### src/design/sha256_pkg.sv
package sha256_pkg;

    typedef logic [31:0] word_t;

    localparam word_t INIT_H [8] = '{
        32'h6a09e667, 32'hbb67ae85, 32'h3c6ef372, 32'ha54ff53a,
        32'h510e527f, 32'h9b05688c, 32'h1f83d9ab, 32'h5be0cd19
    };

    localparam word_t ROUND_K [64] = '{
        32'h428a2f98, 32'h71374491, 32'hb5c0fbcf, 32'he9b5dba5,
        32'h3956c25b, 32'h59f111f1, 32'h923f82a4, 32'hab1c5ed5,
        32'hd807aa98, 32'h12835b01, 32'h243185be, 32'h550c7dc3,
        32'h72be5d74, 32'h80deb1fe, 32'h9bdc06a7, 32'hc19bf174,
        32'he49b69c1, 32'hefbe4786, 32'h0fc19dc6, 32'h240ca1cc,
        32'h2de92c6f, 32'h4a7484aa, 32'h5cb0a9dc, 32'h76f988da,
        32'h983e5152, 32'ha831c66d, 32'hb00327c8, 32'hbf597fc7,
        32'hc6e00bf3, 32'hd5a79147, 32'h06ca6351, 32'h14292967,
        32'h27b70a85, 32'h2e1b2138, 32'h4d2c6dfc, 32'h53380d13,
        32'h650a7354, 32'h766a0abb, 32'h81c2c92e, 32'h92722c85,
        32'ha2bfe8a1, 32'ha81a664b, 32'hc24b8b70, 32'hc76c51a3,
        32'hd192e819, 32'hd6990624, 32'hf40e3585, 32'h106aa070,
        32'h19a4c116, 32'h1e376c08, 32'h2748774c, 32'h34b0bcb5,
        32'h391c0cb3, 32'h4ed8aa4a, 32'h5b9cca4f, 32'h682e6ff3,
        32'h748f82ee, 32'h78a5636f, 32'h84c87814, 32'h8cc70208,
        32'h90befffa, 32'ha4506ceb, 32'hbef9a3f7, 32'hc67178f2
    };

    localparam logic [7:0] PAD_BYTE = 8'h80;
    localparam logic [5:0] LEN_POS  = 6'd56;

endpackage

### src/design/sha256_stream_hasher.sv
// SHA-256 stream hasher.
// Input channel (in_valid/in_ready): one request carries data_byte, byte_valid
// and end_of_message. A request with byte_valid appends data_byte; a request
// with end_of_message closes the message (after its byte, if any).
// Output channel (out_valid/out_ready): eight digest words, word 0 first,
// last_word high on word 7. Afterwards the hasher restarts for a new message.
// Sequence: a byte that does not fill the block leaves in_ready high. A byte that
// fills the block starts the compression: load the 16 message words, then 64
// rounds of one shared round unit, then add into the chaining words; in_ready is
// low throughout. End of message feeds the padding one byte per cycle through
// the same buffer, compresses once or twice, then presents the digest words one
// per cycle as the receiver takes them. A stalled receiver simply holds the
// current word; in_ready stays low until the eighth word is taken.
// Reset loads the initial hash values and clears the byte counters; the block
// buffer itself needs no reset.
module sha256_stream_hasher
(
    input  logic        clk,
    input  logic        rst_n,
    input  logic        in_valid,
    output logic        in_ready,
    input  logic [7:0]  data_byte,
    input  logic        byte_valid,
    input  logic        end_of_message,
    output logic        out_valid,
    input  logic        out_ready,
    output logic [31:0] digest_word,
    output logic [2:0]  word_number,
    output logic        last_word
);
    import sha256_pkg::*;

    typedef enum logic [2:0] {ST_IDLE, ST_PAD, ST_ROUND, ST_ADD, ST_OUT} state_t;

    state_t      state_reg;
    logic        fin_reg;       // final padding block: length bytes go in from LEN_POS
    logic [3:0]  len_idx_reg;   // 0: no padding, 1: pad byte pending, 2: padding
    logic [5:0]  fill_reg;
    logic [60:0] total_reg;
    logic [6:0]  rnd_reg;
    logic [2:0]  wnum_reg;
    word_t       h_reg [8];
    word_t       s_reg [8];
    word_t       w_reg [16];
    logic [7:0]  bank0_mem [16];
    logic [7:0]  bank1_mem [16];
    logic [7:0]  bank2_mem [16];
    logic [7:0]  bank3_mem [16];
    logic [31:0] rd_word_reg;

    // current byte pushed into buffer while padding
    logic [7:0]  pad_b;
    logic [63:0] bits;
    logic        push;
    logic [7:0]  push_b;

    // round unit
    word_t e, a, t1, t2, wi, w15, w2, sig0, sig1, wnew;

    assign bits = {total_reg, 3'b000};

    always_comb
    begin
        pad_b = 8'h00;
        if (len_idx_reg == 4'd1)
            pad_b = PAD_BYTE;
        if (fin_reg && fill_reg >= LEN_POS)
            pad_b = bits[6'(63 - 8 * (fill_reg - LEN_POS)) -: 8];
    end

    assign in_ready = (state_reg == ST_IDLE);

    always_comb
    begin
        push   = 1'b0;
        push_b = data_byte;
        if (state_reg == ST_IDLE && in_valid && byte_valid)
            push = 1'b1;
        else if (state_reg == ST_PAD)
        begin
            push   = 1'b1;
            push_b = pad_b;
        end
    end

    // schedule: w_reg holds a 16-word window, w_reg[0] is w[i]
    always_comb
    begin
        w15  = w_reg[1];
        w2   = w_reg[14];
        sig0 = {w15[6:0], w15[31:7]} ^ {w15[17:0], w15[31:18]} ^ (w15 >> 3);
        sig1 = {w2[16:0], w2[31:17]} ^ {w2[18:0], w2[31:19]} ^ (w2 >> 10);
        wnew = w_reg[0] + sig0 + w_reg[9] + sig1;
        wi   = w_reg[0];
        e    = s_reg[4];
        a    = s_reg[0];
        t1 = s_reg[7] + ({e[5:0], e[31:6]} ^ {e[10:0], e[31:11]} ^ {e[24:0], e[31:25]})
           + ((e & s_reg[5]) ^ (~e & s_reg[6])) + ROUND_K[rnd_reg[5:0]] + wi;
        t2 = ({a[1:0], a[31:2]} ^ {a[12:0], a[31:13]} ^ {a[21:0], a[31:22]})
           + ((a & s_reg[1]) ^ (a & s_reg[2]) ^ (s_reg[1] & s_reg[2]));
    end

    // buffer write and word read (load window word by word);
    // split by byte lane so a word comes from one address
    always_ff @(posedge clk)
    begin
        if (push)
        begin
            case (fill_reg[1:0])
                2'd0:    bank0_mem[fill_reg[5:2]] <= push_b;
                2'd1:    bank1_mem[fill_reg[5:2]] <= push_b;
                2'd2:    bank2_mem[fill_reg[5:2]] <= push_b;
                default: bank3_mem[fill_reg[5:2]] <= push_b;
            endcase
        end
    end

    always_ff @(posedge clk)
    begin
        rd_word_reg <= {bank0_mem[rnd_reg[3:0]], bank1_mem[rnd_reg[3:0]],
                        bank2_mem[rnd_reg[3:0]], bank3_mem[rnd_reg[3:0]]};
    end

    // sequencer: rnd 0..15 read words, 16 load last, then 64 rounds
    always_ff @(posedge clk or negedge rst_n)
    begin
        if (!rst_n)
        begin
            state_reg   <= ST_IDLE;
            fin_reg     <= 1'b0;
            len_idx_reg <= 4'd0;
            fill_reg    <= 6'd0;
            total_reg   <= 61'd0;
            rnd_reg     <= 7'd0;
            wnum_reg    <= 3'd0;
            for (int i = 0; i < 8; i++)
                h_reg[i] <= INIT_H[i];
        end
        else
        begin
            case (state_reg)
                ST_IDLE:
                begin
                    if (in_valid)
                    begin
                        if (byte_valid)
                        begin
                            total_reg <= total_reg + 61'd1;
                            fill_reg  <= fill_reg + 6'd1;
                        end
                        fin_reg     <= 1'b0;
                        rnd_reg     <= 7'd0;
                        if (byte_valid && fill_reg == 6'd63)
                            state_reg <= ST_ROUND;
                        else if (end_of_message)
                            state_reg <= ST_PAD;
                        // flag the pad byte as pending on end of message
                        len_idx_reg <= end_of_message ? 4'd1 : 4'd0;
                    end
                end
                ST_PAD:
                begin
                    // len_idx 1: 0x80 pending; 2: zeros/length
                    fill_reg <= fill_reg + 6'd1;
                    if (len_idx_reg == 4'd1)
                        len_idx_reg <= 4'd2;
                    if (fill_reg == 6'd55)
                        fin_reg <= 1'b1;
                    rnd_reg <= 7'd0;
                    if (fill_reg == 6'd63)
                        state_reg <= ST_ROUND;
                end
                ST_ROUND:
                begin
                    if (rnd_reg == 7'd16)
                        rnd_reg <= 7'd64;
                    else
                        rnd_reg <= rnd_reg + 7'd1;
                    if (rnd_reg <= 7'd16)
                    begin
                        if (rnd_reg != 7'd0)
                        begin
                            for (int i = 0; i < 15; i++)
                                w_reg[i] <= w_reg[i + 1];
                            w_reg[15] <= rd_word_reg;
                        end
                        for (int i = 0; i < 8; i++)
                            s_reg[i] <= h_reg[i];
                    end
                    else
                    begin
                        s_reg[7] <= s_reg[6];
                        s_reg[6] <= s_reg[5];
                        s_reg[5] <= s_reg[4];
                        s_reg[4] <= s_reg[3] + t1;
                        s_reg[3] <= s_reg[2];
                        s_reg[2] <= s_reg[1];
                        s_reg[1] <= s_reg[0];
                        s_reg[0] <= t1 + t2;
                        for (int i = 0; i < 15; i++)
                            w_reg[i] <= w_reg[i + 1];
                        w_reg[15] <= wnew;
                        if (rnd_reg == 7'd127)
                            state_reg <= ST_ADD;
                    end
                end
                ST_ADD:
                begin
                    for (int i = 0; i < 8; i++)
                        h_reg[i] <= h_reg[i] + s_reg[i];
                    wnum_reg <= 3'd0;
                    if (len_idx_reg == 4'd0)
                        state_reg <= ST_IDLE;
                    else if (fin_reg)
                        state_reg <= ST_OUT;
                    else
                        state_reg <= ST_PAD;
                end
                ST_OUT:
                begin
                    if (out_ready)
                    begin
                        wnum_reg <= wnum_reg + 3'd1;
                        if (wnum_reg == 3'd7)
                        begin
                            for (int i = 0; i < 8; i++)
                                h_reg[i] <= INIT_H[i];
                            fill_reg    <= 6'd0;
                            total_reg   <= 61'd0;
                            fin_reg     <= 1'b0;
                            len_idx_reg <= 4'd0;
                            state_reg   <= ST_IDLE;
                        end
                    end
                end
                default: state_reg <= ST_IDLE;
            endcase
        end
    end

    assign out_valid   = (state_reg == ST_OUT);
    assign digest_word = h_reg[wnum_reg];
    assign word_number = wnum_reg;
    assign last_word   = (wnum_reg == 3'd7);

endmodule

### config.mk
export PLATFORM = sky130hd
export DESIGN_NAME = sha256_stream_hasher
export DESIGN_NICKNAME = d
export VERILOG_FILES = /design/src/design/sha256_pkg.sv /design/src/design/sha256_stream_hasher.sv
export SDC_FILE = /design/constraint.sdc
export NUM_CORES = 2
export LEC_CHECK = 0
export BUFFER_PORTS_ARGS = -buffer_cell sky130_fd_sc_hd__buf_2
export CORE_MARGIN = 4
export CORE_UTILIZATION = 56
export DETAILED_ROUTE_END_ITERATION = 6
export GPL_TIMING_DRIVEN = 0
export PLACE_DENSITY = 0.83
export SYNTH_ARGS = -nofsm -noshare
export SYNTH_HDL_FRONTEND = slang
export SYNTH_SLANG_ARGS = --single-unit
export TNS_END_PERCENT = 100
### constraint.sdc
create_clock -name clk -period 29.4 [get_ports clk]
set_input_delay 2.94 -clock clk [delete_from_list [all_inputs] [get_ports clk]]
set_output_delay 2.94 -clock clk [all_outputs]
set_load 0.005 [all_outputs]
==> flow_summary.yaml <==
status:
  status: "finished, violations left"
  violations: "DRC, capacitance limit, slew limit"
routing:
  drt_drc_violations_left: 1
  wl_per_cell_um: 32.7
  wl_mm: 327
  first_iter_violations: 10200
  drtAntennaViolNets: 0
  via_per_inst: 6.77
  num_vias: 67600
  drt_pass1_iterations: 7
logic_synthesis:
  synth.largest_area_cell: "edfxtp_1"
  synthAdderAreaFrac_pct: 9.97
  avgSynthCellArea_um2: 12.0
  synthMuxAreaShare_pct: 7.07
  yosysUniqueCellTypes: 100
  synth_edf_count: 1280
  ys_seq_elements: 1651
  synth_simple_gate_area_share_pct: 9.91
  synth_xor_area_share_pct: 6.09
  synth_compound_area_share_pct: 11.1
  synth.area.top_cells: "edfxtp_1 (43%), mux4_2 (6.1%), dfrtp_1 (5.7%), ha_1 (5.6%), fa_1 (4.3%)"
  synth_top_family_by_area: "compound AO/OA/AOI/OAI gates"
  synth_top_area_share_pct: 42.8
  yosysSeqAreaShare_pct: 53.1
  syn_area_mm2: 0.0899
  ys_async_sr_fraction_pct: 20.5
  synth_nets: 8106
  netlist_instances: 7496
  yosys_most_used_dff: "edfxtp_1"
  yosysWarnings: 0
global_routing:
  grtUsageMet3_pct: 11.1
  grt.met2_usage_pct: 56.7
  antenna_found_initial: 19
  top_usage_layer: "met2"
  grt_pass1_vias: 65500
  grt_max_degree: 117
  grt_overflow: 0
  grt_pass1_wl_mm: 465
  grt_util_met1_pct: 49.3
  track_usage_pct: 38.6
sta:
  holdWs_ns: 0.399
  slew_viol_final: 70
  fin_skew_ns: 0.0875
  grt_setup_unrepaired: "false"
  finalSetupViolCount: 0
  hold_viol_final: 0
  clock.fmax_mhz: 76.0
  max_slew_margin_pct: -12.3
  worst_pin_slew_ns: 1.68
  min_period_ns: 13.16
  fin_crit_sh_pct: 44.8
setup_path:
  r2r-end: "s_reg[0][31]"
  cp-start-kind: "register"
  critPathCaptureType: "register"
  slowest_delay_ns: 1.26
  cp-startpoint: "rnd_reg[0]"
  slowest_stage: "nor3_1"
  r2r_cells: 34
  ff2ff_setup_slack_ns: 16.24
  r2r_start: "rnd_reg[0]"
  crit_type: "register to register"
  crit_top_cell: "inv_1"
  critPathMaxFanout: 12
  critPathArrivalTime_ns: 13.69
  required_ns: 29.94
floorplanning:
  rows: 146
  core_mm2: 0.159
  io_pins: 52
  dieArea_mm2: 0.167
  die_h_um: 409
  die_w_um: 409
  initial_core_util_pct: 56.5
flow_run:
  cap_violations: 8
clock_network:
  clk_pin_slew_ns: 0.08
  cts_buffers: 170
  post_cts_buffers: 0
  cts-resized-gates: 0
  cts_tree: "built"
  hold_buffers: 0
  cts_root_buf: "clkbuf_16"
  clkLatencyLatePin_ns: 0.87
  clock-sinks: 1651
  cts_buffer_depth: 3
  h-tree-depth: 4
placement:
  hpwlAfterDp_mm: 235
  io_buffers: 51
  place.gp.congestion: 1.05
cells_and_area:
  drive_gt1_share_pct: 10.9
  largest_reg_flops: 512
  areaGrowthSynthToFinish_pct: 10.9
  layout.nets: 8366
min_path:
  min_from: "w_reg[0][196]"
  holdPathEnd: "w_reg[0][164]"
  hold_class: "register to register"
  min_path_cells: 0
per-stage QoR:
step	area, µm²	util (%)	cells	setup WS, ns	TNS [ns]
3_3_place_gp	92700	58.3	9619	-14.47	-7384.90
2_1_floorplan	89900	-	7496	0.267	0
3_5_place_dp	93600	58.9	9652	16.81	0
4_1_cts	99500	62.6	9972	16.78	0
5_1_grt	99600	62.7	9976	15.96	0
6_report	99600	62.7	9988	16.24	0
how the worst max path moves through the flow:
| stage | to | slack, ns | cells past startpoint |
|---|---|---|---|
| floorplan | w_reg[0][0] | 0.27 | 2 |
| global placement | w_reg[0][62] | -14.47 | 3 |
| detailed placement | s_reg[0][30] | 16.81 | 38 |
| CTS | s_reg[0][30] | 16.78 | 38 |
| global route | s_reg[0][30] | 15.96 | 39 |
| finish | s_reg[0][31] | 16.24 | 34 |
cells by family (layout without fill, tap and decap cells):
| family | after synthesis | in the layout |
|---|---|---|
| mux | 322 | 322 |
| compound gates | 1621 | 1621 |
| fa+ha+maj | 600 | 600 |
| simple gates | 2032 | 2032 |
| xor+xnor | 625 | 625 |
| other cells | 0 | 12 |
| buf+inv | 645 | 1053 |
| flops | 1651 | 1651 |
placed cells by master (no fill, tap or decap), drive strengths merged, types with 21 or more instances in the layout:
cell and n:
xnor2 372, fa 195, mux4 245, a211oi 61, xor2 253, a31oi 45, buf 123, and2 21
o21bai 41, nand3 135, dfrtp 203, mux2i 23, nor3 111, o21ai 527, ha 401, edfxtp 1280
a21oi 448, clkinv 56, mux2 54, and3 41, o211ai 35, o31ai 44, a21o 194, dfxtp 32
dfstp 136, nand2 1016, inv 319, nor2b 45, nand4 37, or3 40, o21a 56, nand2b 70
clkbuf 521, nor2 436
routing by layer:
metal	wire length (µm)	part of all wire, %	vias to the layer above
met3	41700	13	1389
li1	-	-	27900
met1	115000	35	33000
met5	74	0.023	-
met4	29700	9.1	12
met2	140000	43	5333
cell type report:
class / instances / area [µm²]
clock inverters: 94 / 1250
clock buffers: 226 / 4690
plain buffers: 330 / 1260
repair buffers: 88 / 1060
flip-flops and latches: 1651 / 47700
inverters: 315 / 1190
well taps: 2072 / 2590
diodes: 12 / 30.0
multi-input cells: 5200 / 39800
fillers: 11800 / 59300
synth_stat cells, types with 41 or more instances:
master and count:
a211oi_1 57, a21o_1 194, a21oi_1 447, a31oi_1 45
and3_1 41, clkbuf_1 294, dfrtp_1 203, dfstp_2 136
edfxtp_1 1280, fa_1 195, ha_1 401, inv_1 311
mux2_2 54, mux4_2 245, nand2_1 1016, nand2b_1 70
nand3_1 135, nor2_1 436, nor2b_1 45, nor3_1 109
o21a_1 55, o21ai_0 518, o21bai_1 41, o31ai_1 43
xnor2_1 372, xor2_1 253
worst max-delay path, delay by kind of cell, from the launching register on:
family	cells	cell delay, ns
adders and majority gates	7	3.25
and+or+nand+nor	6	3.32
buffers and inverters	9	2.78
xor gates and xnor gates	3	1.11
AOI/OAI and AO/OA	9	1.75
DFF	1	0.55
Power is not shown: default switching activity piles up to over one toggle a cycle in this logic, so the estimate is an artifact.
